==> src/hdl/lgrs_pkg.sv <==
// Shared types and constants for the Life generation row stencil core.
// No dependencies; used by lgrs_stencil, lgrs_fifo and the top level.
package lgrs_pkg;

    localparam int ROW_W      = 64;  // cells carried per row
    localparam int IDX_W      = 6;   // row index width
    localparam int CNT_W      = 4;   // neighbor count and rule bound width
    localparam int ROWS_DEF   = 64;
    localparam int COLS_DEF   = 64;
    localparam int FIFO_DEPTH = 8;   // result queue, power of two, at least 4

    // configuration register indexes
    typedef logic [1:0] reg_addr_t;
    localparam reg_addr_t REG_SURVIVE_MIN = 2'd0;
    localparam reg_addr_t REG_SURVIVE_MAX = 2'd1;
    localparam reg_addr_t REG_BIRTH_MIN   = 2'd2;
    localparam reg_addr_t REG_BIRTH_MAX   = 2'd3;

    // rule reset values (standard B3/S23)
    localparam logic [CNT_W-1:0] SURVIVE_MIN_RST = 4'd2;
    localparam logic [CNT_W-1:0] SURVIVE_MAX_RST = 4'd3;
    localparam logic [CNT_W-1:0] BIRTH_MIN_RST   = 4'd3;
    localparam logic [CNT_W-1:0] BIRTH_MAX_RST   = 4'd3;

    typedef struct packed {
        logic [CNT_W-1:0] survive_min;
        logic [CNT_W-1:0] survive_max;
        logic [CNT_W-1:0] birth_min;
        logic [CNT_W-1:0] birth_max;
    } rule_t;

    // one result row
    typedef struct packed {
        logic             last;
        logic [IDX_W-1:0] row_index;
        logic [ROW_W-1:0] next_cells;
    } res_t;

    // up to two results pushed per cycle, first one first
    typedef struct packed {
        logic [1:0] count;
        res_t       first;
        res_t       second;
    } push_t;

endpackage

==> src/hdl/lgrs_stencil.sv <==
// Per-column 3x3 neighbor count and rule compare for one row.
// Depends on lgrs_pkg (row width, rule struct).
module lgrs_stencil #(
    parameter int COLS = lgrs_pkg::COLS_DEF
) (
    input  logic [lgrs_pkg::ROW_W-1:0] above,
    input  logic [lgrs_pkg::ROW_W-1:0] mid,
    input  logic [lgrs_pkg::ROW_W-1:0] below,
    input  lgrs_pkg::rule_t            rule,
    output logic [lgrs_pkg::ROW_W-1:0] next_row
);

    localparam int W  = lgrs_pkg::ROW_W;
    localparam int CW = lgrs_pkg::CNT_W;

    for (genvar c = 0; c < W; c++) begin : g_lane
        if (c >= 1 && c + 1 < COLS && c < W - 1) begin : g_inner
            logic [CW-1:0] nb;
            assign nb = CW'(above[c-1]) + CW'(above[c]) + CW'(above[c+1])
                      + CW'(mid[c-1])                   + CW'(mid[c+1])
                      + CW'(below[c-1]) + CW'(below[c]) + CW'(below[c+1]);
            assign next_row[c] = mid[c]
                ? (nb >= rule.survive_min && nb <= rule.survive_max)
                : (nb >= rule.birth_min   && nb <= rule.birth_max);
        end else begin : g_border
            // border columns and columns past the grid stay dead
            assign next_row[c] = 1'b0;
        end
    end

endmodule

==> src/hdl/lgrs_fifo.sv <==
// Result queue: takes up to two rows per cycle, hands out one.
// Depends on lgrs_pkg (res_t, push_t).
module lgrs_fifo #(
    parameter int DEPTH = lgrs_pkg::FIFO_DEPTH
) (
    input  logic                       aclk,
    input  logic                       aresetn,
    input  lgrs_pkg::push_t            push,
    input  logic                       pop,
    output lgrs_pkg::res_t             head,
    output logic [$clog2(DEPTH+1)-1:0] count
);

    localparam int PW = $clog2(DEPTH);
    localparam int CW = $clog2(DEPTH + 1);

    lgrs_pkg::res_t mem_reg [DEPTH];
    logic [PW-1:0]  wr_ptr_reg, wr_ptr_next;
    logic [PW-1:0]  rd_ptr_reg, rd_ptr_next;
    logic [CW-1:0]  count_reg, count_next;

    always_comb begin
        wr_ptr_next = wr_ptr_reg + PW'(push.count);
        rd_ptr_next = rd_ptr_reg + PW'(pop);
        count_next  = count_reg + CW'(push.count) - CW'(pop);
    end

    always_ff @(posedge aclk) begin
        if (!aresetn) begin
            wr_ptr_reg <= '0;
            rd_ptr_reg <= '0;
            count_reg  <= '0;
        end else begin
            wr_ptr_reg <= wr_ptr_next;
            rd_ptr_reg <= rd_ptr_next;
            count_reg  <= count_next;
        end
    end

    always_ff @(posedge aclk) begin
        if (push.count != 2'd0) begin
            mem_reg[wr_ptr_reg] <= push.first;
        end
        if (push.count == 2'd2) begin
            mem_reg[wr_ptr_reg + PW'(1)] <= push.second;
        end
    end

    assign head  = mem_reg[rd_ptr_reg];
    assign count = count_reg;

endmodule

==> src/hdl/life_generation_row_stencil_core.sv <==
// Life generation row stencil core: one automaton generation, one row per request.
// Throughput: one input row per cycle while s_tready is high, and results leave
// one per cycle while m_tready is high, each via the input register and the queue.
// The final row of a grid causes two results, absorbed by the result queue.
// Reset (aresetn low, synchronous): kept rows, row counter and queue clear,
// rules return to survive 2..3, birth 3..3.
module life_generation_row_stencil_core #(
    parameter int ROWS = lgrs_pkg::ROWS_DEF,  // 3..64
    parameter int COLS = lgrs_pkg::COLS_DEF   // 3..64
) (
    input  logic        aclk,
    input  logic        aresetn,
    // input rows
    input  logic        s_tvalid,
    output logic        s_tready,
    input  logic [63:0] s_tdata,    // [63:0] row_cells
    // result rows
    output logic        m_tvalid,
    input  logic        m_tready,
    output logic [71:0] m_tdata,    // [63:0] next_cells, [69:64] row_index, [71:70] zero
    output logic        m_tlast,    // last
    // rule registers
    input  logic        cfg_wr_en,
    input  logic [1:0]  cfg_addr,
    input  logic [3:0]  cfg_wdata
);

    localparam int W     = lgrs_pkg::ROW_W;
    localparam int IW    = lgrs_pkg::IDX_W;
    localparam int DEPTH = lgrs_pkg::FIFO_DEPTH;
    localparam int QCW   = $clog2(DEPTH + 1);

    localparam logic [IW-1:0] LAST_ROW = IW'(ROWS - 1);
    // bits at or above COLS are dropped on input
    localparam logic [W-1:0]  COL_MASK = (COLS >= W) ? {W{1'b1}}
                                                     : ((W'(1) << COLS) - W'(1));

    // ---------------------------------------------------------------
    // Rule registers
    // ---------------------------------------------------------------
    lgrs_pkg::rule_t rule_reg;

    always_ff @(posedge aclk) begin
        if (!aresetn) begin
            rule_reg.survive_min <= lgrs_pkg::SURVIVE_MIN_RST;
            rule_reg.survive_max <= lgrs_pkg::SURVIVE_MAX_RST;
            rule_reg.birth_min   <= lgrs_pkg::BIRTH_MIN_RST;
            rule_reg.birth_max   <= lgrs_pkg::BIRTH_MAX_RST;
        end else if (cfg_wr_en) begin
            case (cfg_addr)
                lgrs_pkg::REG_SURVIVE_MIN: rule_reg.survive_min <= cfg_wdata;
                lgrs_pkg::REG_SURVIVE_MAX: rule_reg.survive_max <= cfg_wdata;
                lgrs_pkg::REG_BIRTH_MIN:   rule_reg.birth_min   <= cfg_wdata;
                lgrs_pkg::REG_BIRTH_MAX:   rule_reg.birth_max   <= cfg_wdata;
                default: ;
            endcase
        end
    end

    // ---------------------------------------------------------------
    // Row window: the two rows before the current one, plus the index
    // of the next arriving row. Updated on every accepted request.
    // ---------------------------------------------------------------
    logic           in_fire;
    logic [W-1:0]   cur_row;
    logic [W-1:0]   row_two_back_reg, row_two_back_next;
    logic [W-1:0]   row_one_back_reg, row_one_back_next;
    logic [IW-1:0]  row_cnt_reg, row_cnt_next;

    assign in_fire = s_tvalid && s_tready;
    assign cur_row = s_tdata & COL_MASK;

    always_comb begin
        row_two_back_next = row_two_back_reg;
        row_one_back_next = row_one_back_reg;
        row_cnt_next      = row_cnt_reg;
        if (in_fire) begin
            if (row_cnt_reg == LAST_ROW) begin
                // grid done: next request starts a fresh generation
                row_two_back_next = '0;
                row_one_back_next = '0;
                row_cnt_next      = '0;
            end else begin
                row_two_back_next = row_one_back_reg;
                row_one_back_next = cur_row;
                row_cnt_next      = row_cnt_reg + IW'(1);
            end
        end
    end

    always_ff @(posedge aclk) begin
        if (!aresetn) begin
            row_two_back_reg <= '0;
            row_one_back_reg <= '0;
            row_cnt_reg      <= '0;
        end else begin
            row_two_back_reg <= row_two_back_next;
            row_one_back_reg <= row_one_back_next;
            row_cnt_reg      <= row_cnt_next;
        end
    end

    // ---------------------------------------------------------------
    // Input register: snapshot of the 3-row window for one request.
    // ---------------------------------------------------------------
    logic           s1_valid_reg;
    logic [W-1:0]   s1_above_reg, s1_mid_reg, s1_below_reg;
    logic [IW-1:0]  s1_row_reg;

    always_ff @(posedge aclk) begin
        if (!aresetn) begin
            s1_valid_reg <= 1'b0;
        end else begin
            s1_valid_reg <= in_fire;
        end
    end

    always_ff @(posedge aclk) begin
        if (in_fire) begin
            s1_above_reg <= row_two_back_reg;
            s1_mid_reg   <= row_one_back_reg;
            s1_below_reg <= cur_row;
            s1_row_reg   <= row_cnt_reg;
        end
    end

    // ---------------------------------------------------------------
    // Stencil: new value of the middle row
    // ---------------------------------------------------------------
    logic [W-1:0] stencil_row;

    lgrs_stencil #(
        .COLS (COLS)
    ) u_stencil (
        .above    (s1_above_reg),
        .mid      (s1_mid_reg),
        .below    (s1_below_reg),
        .rule     (rule_reg),
        .next_row (stencil_row)
    );

    // ---------------------------------------------------------------
    // Result selection per arriving row r:
    //   r = 0       -> zero row 0
    //   r = 1       -> nothing
    //   r >= 2      -> new row r-1
    //   r = ROWS-1  -> also zero row r, flagged last
    // ---------------------------------------------------------------
    lgrs_pkg::push_t push;

    always_comb begin
        push.count  = 2'd0;
        push.first  = '0;
        push.second = '0;
        if (s1_valid_reg) begin
            if (s1_row_reg == '0) begin
                push.count = 2'd1;
            end else if (s1_row_reg != IW'(1)) begin
                push.first.next_cells = stencil_row;
                push.first.row_index  = s1_row_reg - IW'(1);
                push.second.last      = 1'b1;
                push.second.row_index = s1_row_reg;
                push.count = (s1_row_reg == LAST_ROW) ? 2'd2 : 2'd1;
            end
        end
    end

    // ---------------------------------------------------------------
    // Result queue and output
    // ---------------------------------------------------------------
    lgrs_pkg::res_t head;
    logic [QCW-1:0] q_count;
    logic           out_fire;

    assign out_fire = m_tvalid && m_tready;

    lgrs_fifo #(
        .DEPTH (DEPTH)
    ) u_fifo (
        .aclk    (aclk),
        .aresetn (aresetn),
        .push    (push),
        .pop     (out_fire),
        .head    (head),
        .count   (q_count)
    );

    // Reserve room for two results from the request in the input register
    // and two from the one about to be taken.
    assign s_tready = (q_count <= (s1_valid_reg ? QCW'(DEPTH - 4) : QCW'(DEPTH - 2)));

    assign m_tvalid = (q_count != '0);
    assign m_tdata  = {2'b00, head.row_index, head.next_cells};
    assign m_tlast  = head.last;

`ifndef SYNTHESIS
    // the last row of a grid is all dead and carries the final index
    a_last_row: assert property (@(posedge aclk) disable iff (!aresetn)
        m_tvalid && m_tlast |-> m_tdata[63:0] == '0 && m_tdata[69:64] == LAST_ROW)
        else $error("last result is not the dead final row");

    a_row_cnt_range: assert property (@(posedge aclk) disable iff (!aresetn)
        row_cnt_reg <= LAST_ROW)
        else $error("row counter past last row");

    // finishing a grid clears the window
    a_wrap_clear: assert property (@(posedge aclk) disable iff (!aresetn)
        in_fire && row_cnt_reg == LAST_ROW |=>
            row_cnt_reg == '0 && row_one_back_reg == '0 && row_two_back_reg == '0)
        else $error("window not cleared at end of grid");

    // the lowest and highest columns stay dead in every result
    a_border_col: assert property (@(posedge aclk) disable iff (!aresetn)
        m_tvalid |-> !m_tdata[0] && !m_tdata[W-1])
        else $error("border column alive");

    a_queue_bound: assert property (@(posedge aclk) disable iff (!aresetn)
        q_count <= QCW'(DEPTH))
        else $error("result queue overflow");
`endif

endmodule
==> config.mk <==
export PLATFORM = sky130hd
export DESIGN_NAME = life_generation_row_stencil_core
export DESIGN_NICKNAME = d
export VERILOG_FILES = /design/src/hdl/lgrs_pkg.sv /design/src/hdl/lgrs_stencil.sv /design/src/hdl/lgrs_fifo.sv /design/src/hdl/life_generation_row_stencil_core.sv
export SDC_FILE = /design/constraint.sdc
export NUM_CORES = 2
export LEC_CHECK = 0
export BUFFER_PORTS_ARGS = -buffer_cell sky130_fd_sc_hd__clkbuf_2
export CAP_MARGIN = 25
export CORE_AREA = 4 4 410 412
export DETAILED_ROUTE_END_ITERATION = 8
export DIE_AREA = 0 0 414 416
export REMOVE_ABC_BUFFERS = 1
export SYNTH_ARGS = -nofsm -noshare
export SYNTH_HDL_FRONTEND = slang
export SYNTH_SLANG_ARGS = --single-unit
==> constraint.sdc <==
create_clock -name aclk -period 9.81 [get_ports aclk]
set_clock_uncertainty 0.05 [all_clocks]
set_input_delay 1.4715 -clock aclk [delete_from_list [all_inputs] [get_ports aclk]]
set_output_delay 1.4715 -clock aclk [all_outputs]
set_load 0.01 [all_outputs]
==> metrics.md <==
| Metric | Value |
|---|---|
| # setup viols final | 0 |
| Pin count of the biggest net entering global routing | 107 |
| Register bit total from synthesis | 911 |
| Clock tree sinks | 911 |
| Number of antenna violations at the first check in global routing | 9 |
| Cell Chain, Critical Path | buf_4 > mux4_2 > mux2_2 > clkbuf_2 |
| Status | completed |
| Final Slew Violations | 0 |
| Vias in the first global route | 50.3k |
| Sequential share of power | 0.182 |
| Worst slew slack as a fraction of its limit | 0.178 |
| Synthesized-area fraction occupied by xor and xnor cells | 0.00976 |
| Area of all sequential standard cells | 20800 um2 |
| Count of different cell masters after synthesis | 59 |
| Cell leakage power | roughly 31 nW |
| Quantity of hold-fixing buffers added after cts | 0 |
| Maximum clock frequency | 0.189 GHz |
| Post-synthesis instance total | around 6.2k |
| Yosys Warn Count | 0 |
| GR Overflow Total | 0 |
| Post-cts resize count | 0 |
| Hold Fails Final Rpt | 0 |
| Vias per cell | 5.76 |
| Compound-Gate Fraction of Synth Area | 0.157 |
| Data required time of the worst path | about 8.3 ns |
| Power Density | 387 nW/um2 |
| Floorplan Core Area | roughly 160000 um2 |
| Root Driver | clkbuf_16 |
| R2R Setup Slk | 4.93 ns |
| Number of buffers inserted during clock tree synthesis | 106 |
| Global-route wire length before repair | 302 mm |
| Global placement routability congestion | 0.824 |
| Placement Rows | 149 |
| Buffer count from post-CTS setup fixing | 0 |
| Combinational family with the most area after synthesis | adder cells |
| Critical path endpoint category | primary output |
| Clock network latency to the later pin of the worst-skew pair | 0.74 ns |
| Number of enable-type register cells in the synthesized netlist | 254 |
| Switching power summed over all nets | about 0.013 W |
| Height of the die | 416 um |
| Worst-margin pin slew | 1.23 ns |
| Drt total wl | 195 mm |
| Power share of the combinational group | 0.673 |
| Placement-stage cell area | 68700 um2 |
| Clock tree from TritonCTS | built |
| Area fraction in and, or, nand and nor cells after synthesis | 0.0890 |
| Max reg flops | 552 |
| Longest Clk Path Bufs | 3 |
| Slowest stage delay, CP | 1.04 ns |
| Period Utilization, post-route | 0.540 |
| Number of DRC markers after the initial detailed-route iteration | 3671 |
| Growth of design area from synthesis to finish | 10.7% |
| Total Routing Usage GR | 0.222 |
| Number of placed I/O pins | 150 |
| Share of the synthesized area in the top cell type | 0.228 |
| Min Tclk post-route | 5.30 ns |
| Adder-cell share of the synthesized area | 0.305 |
| Largest cells by area after synthesis | ha_1, dfxtp_1, edfxtp_1, fa_1, mux4_2 |
| Critical-path top delay cell | dfxtp_4 |
| Die Span X | 414 um |
| Post-route cell area | 72400 um2 |
| Avg Cell Area, Syn | roughly 11 um2 |
| Fraction of layout instances using a drive strength above 1 | 0.106 |
| Primary FF master, synth | dfxtp_1 |
| Post-DP HPWL | between 100 and 150 mm |
| Post-route ant nets | 0 |
| Number of H-tree levels | 3 |
| Count of input and output buffers | 145 |
| Switching part of the total power | 0.465 |
| Detailed-route DRC error count | 0 |
| Worst voltage drop across the vdd grid | 175 uV |
| Crit path arrival time | 3.78 ns |
| Initial standard-cell utilization of the core | 0.398 |
| Total vias in the final route | 49.7k |
| Cell accounting for the most synthesized area | ha_1 |
| Setup repair after global routing missed its margin | no |
| Share of async-settable or async-resettable flops after synthesis | 0 |
| Multiplexer share of the synthesized area | 0.0620 |
| Count of max-cap constraint violations | 0 |
| Nets | 7873 |
| Crit Path Category | register to primary output |
| Average detailed-routed wire length per instance | ~23 um |
| Number of filler instances in the final layout | 15.5k |
| Total Negative Setup Slacks | 0 ns |
| Clock network fraction of design power | 0.145 |
| Post-synthesis sequential area ratio | 0.318 |
| Die ar. | 172000 um2 |
| Drt pass-1 iters | 5 |
| Summed instance area of the synthesized netlist | 65400 um2 |
| Type of the most critical hold path | register to register |
| Highest fanout seen on the critical path | 61 |
| Cell-internal power | 0.0150 W |
| Multi-input logic area | 40900 um2 |
| Critical Path Start Type | register |
| Clock-pin slew on the worst setup and hold paths | 0.06 ns |
-- cells in the mapped netlist, drive strengths merged, types with 4 or more instances --
library cell  number
a21oi            427
o2bb2ai          105
nand2            292
nand2b           128
mux2              71
mux2i             15
and2               6
dfxtp            657
nor2              66
o32ai             62
o21a              42
nand3            172
mux4             138
and4              82
a32oi             20
nor2b            189
o21ai            249
nor4               7
clkbuf            94
inv              767
a22o             328
or3               38
xor2               5
o211ai            83
ha              1194
a2111oi          124
edfxtp           254
or4                4
xnor2             67
buf              112
a211oi             8
o22ai              8
nor3              89
fa               250
clkinv             4
o21bai            21
and3               4
-- worst max-delay path, delay by kind of cell (launching register included) --
family	cells	cell delay, ns
flops	1	1.04
buf+inv	2	1.00
mux	2	0.94
-- metrics by stage --
| stage | power (W) | hold slack [ns] | std cells | worst slack [ns] | utilization |
|---|---|---|---|---|---|
| detailed placement | 0.0238 | 0.363 | 8420 | 4.97 | 0.418 |
| finish | 0.0280 | 0.359 | 8639 | 4.51 | 0.441 |
| CTS | 0.0279 | 0.363 | 8619 | 4.39 | 0.440 |
| global placement | 0.0226 | 0.361 | 8413 | 5.04 | 0.418 |
| floorplan | 0.0186 | 0.358 | 5993 | 1.53 | - |
| global route | 0.0312 | 0.371 | 8636 | 4.26 | 0.440 |
-- cell families (layout without fill, tap and decap cells) --
| group | count (synthesis) | after routing |
|---|---|---|
| AO/OA/AOI/OAI | 1483 | 1483 |
| XOR/XNOR | 72 | 72 |
| adder cells (fa/ha/maj) | 1444 | 1444 |
| buffers and inverters | 977 | 1223 |
| flip-flops | 911 | 911 |
| multiplexers | 224 | 224 |
| other | 1 | 9 |
| AND/OR/NAND/NOR | 1084 | 1084 |
-- cell usage in the layout, fill, tap and decap left out, types with 15 or more instances in the layout --
master | synthesis | routed
a2111oi_0 | 124 | 124
a21oi_1 | 427 | 427
a22o_1 | 328 | 328
a32oi_1 | 20 | 20
and4_1 | 82 | 82
buf_2 | 80 | 16
buf_4 | 9 | 87
clkbuf_16 | 0 | 111
clkbuf_2 | 0 | 145
clkinv_2 | 0 | 33
dfxtp_1 | 657 | 650
edfxtp_1 | 254 | 254
fa_1 | 250 | 250
ha_1 | 1194 | 1194
inv_1 | 766 | 754
mux2_2 | 71 | 71
mux2i_1 | 15 | 15
mux4_2 | 138 | 138
nand2_1 | 289 | 288
nand2b_1 | 128 | 128
nand3_1 | 172 | 171
nor2_1 | 66 | 58
nor2b_1 | 189 | 189
nor3_1 | 89 | 89
o211ai_1 | 83 | 83
o21a_1 | 42 | 42
o21ai_0 | 241 | 241
o21bai_1 | 21 | 21
o2bb2ai_1 | 105 | 105
o32ai_1 | 62 | 62
or3_1 | 38 | 38
xnor2_1 | 67 | 67
-- metal layers --
layer  up-vias  GRT usage  wire (um)
met3       309     0.0300      11100
met2      1445      0.375      92000
met5         -          0          0
li1      23100          -          -
met4         0     0.0712       6310
met1     24900      0.295      86100
-- layout make-up --
cell class	instances	area share
flip-flops and latches	911	0.287
inverters	771	0.0403
clock buffers	132	0.0405
repair buffers	253	0.0212
multi-input cells	4311	0.564
well taps	2189	0.0378
clock inverters	67	0.00860
diodes	5	0.000173
-- power by group through the flow --
stage	clock [W]	sequential (W)	combinational [W]
after floorplan	0	0.00511	0.0135
after global placement	0	0.00516	0.0174
after detailed placement	0	0.00518	0.0186
after CTS	0.00412	0.00511	0.0187
after global routing	0.00428	0.00519	0.0217
final	0.00405	0.00511	0.0188
-- final timing paths --
path,from,to,depth (start not counted)
hold / removal,row_two_back_reg[38]$_SDFFE_PN0P_,s1_above_reg[38]$_DFFE_PP_,0
hold reg to reg,row_two_back_reg[38]$_SDFFE_PN0P_,s1_above_reg[38]$_DFFE_PP_,0
setup reg to reg,s1_above_reg[48]$_DFFE_PP_,u_fifo.mem_reg[0][49]$_SDFFE_PP0P_,15
setup / recovery,u_fifo.rd_ptr_reg[1]$_SDFF_PN0_,m_tdata[54],4
No activity file was read; power rests on OpenSTA's default activity.
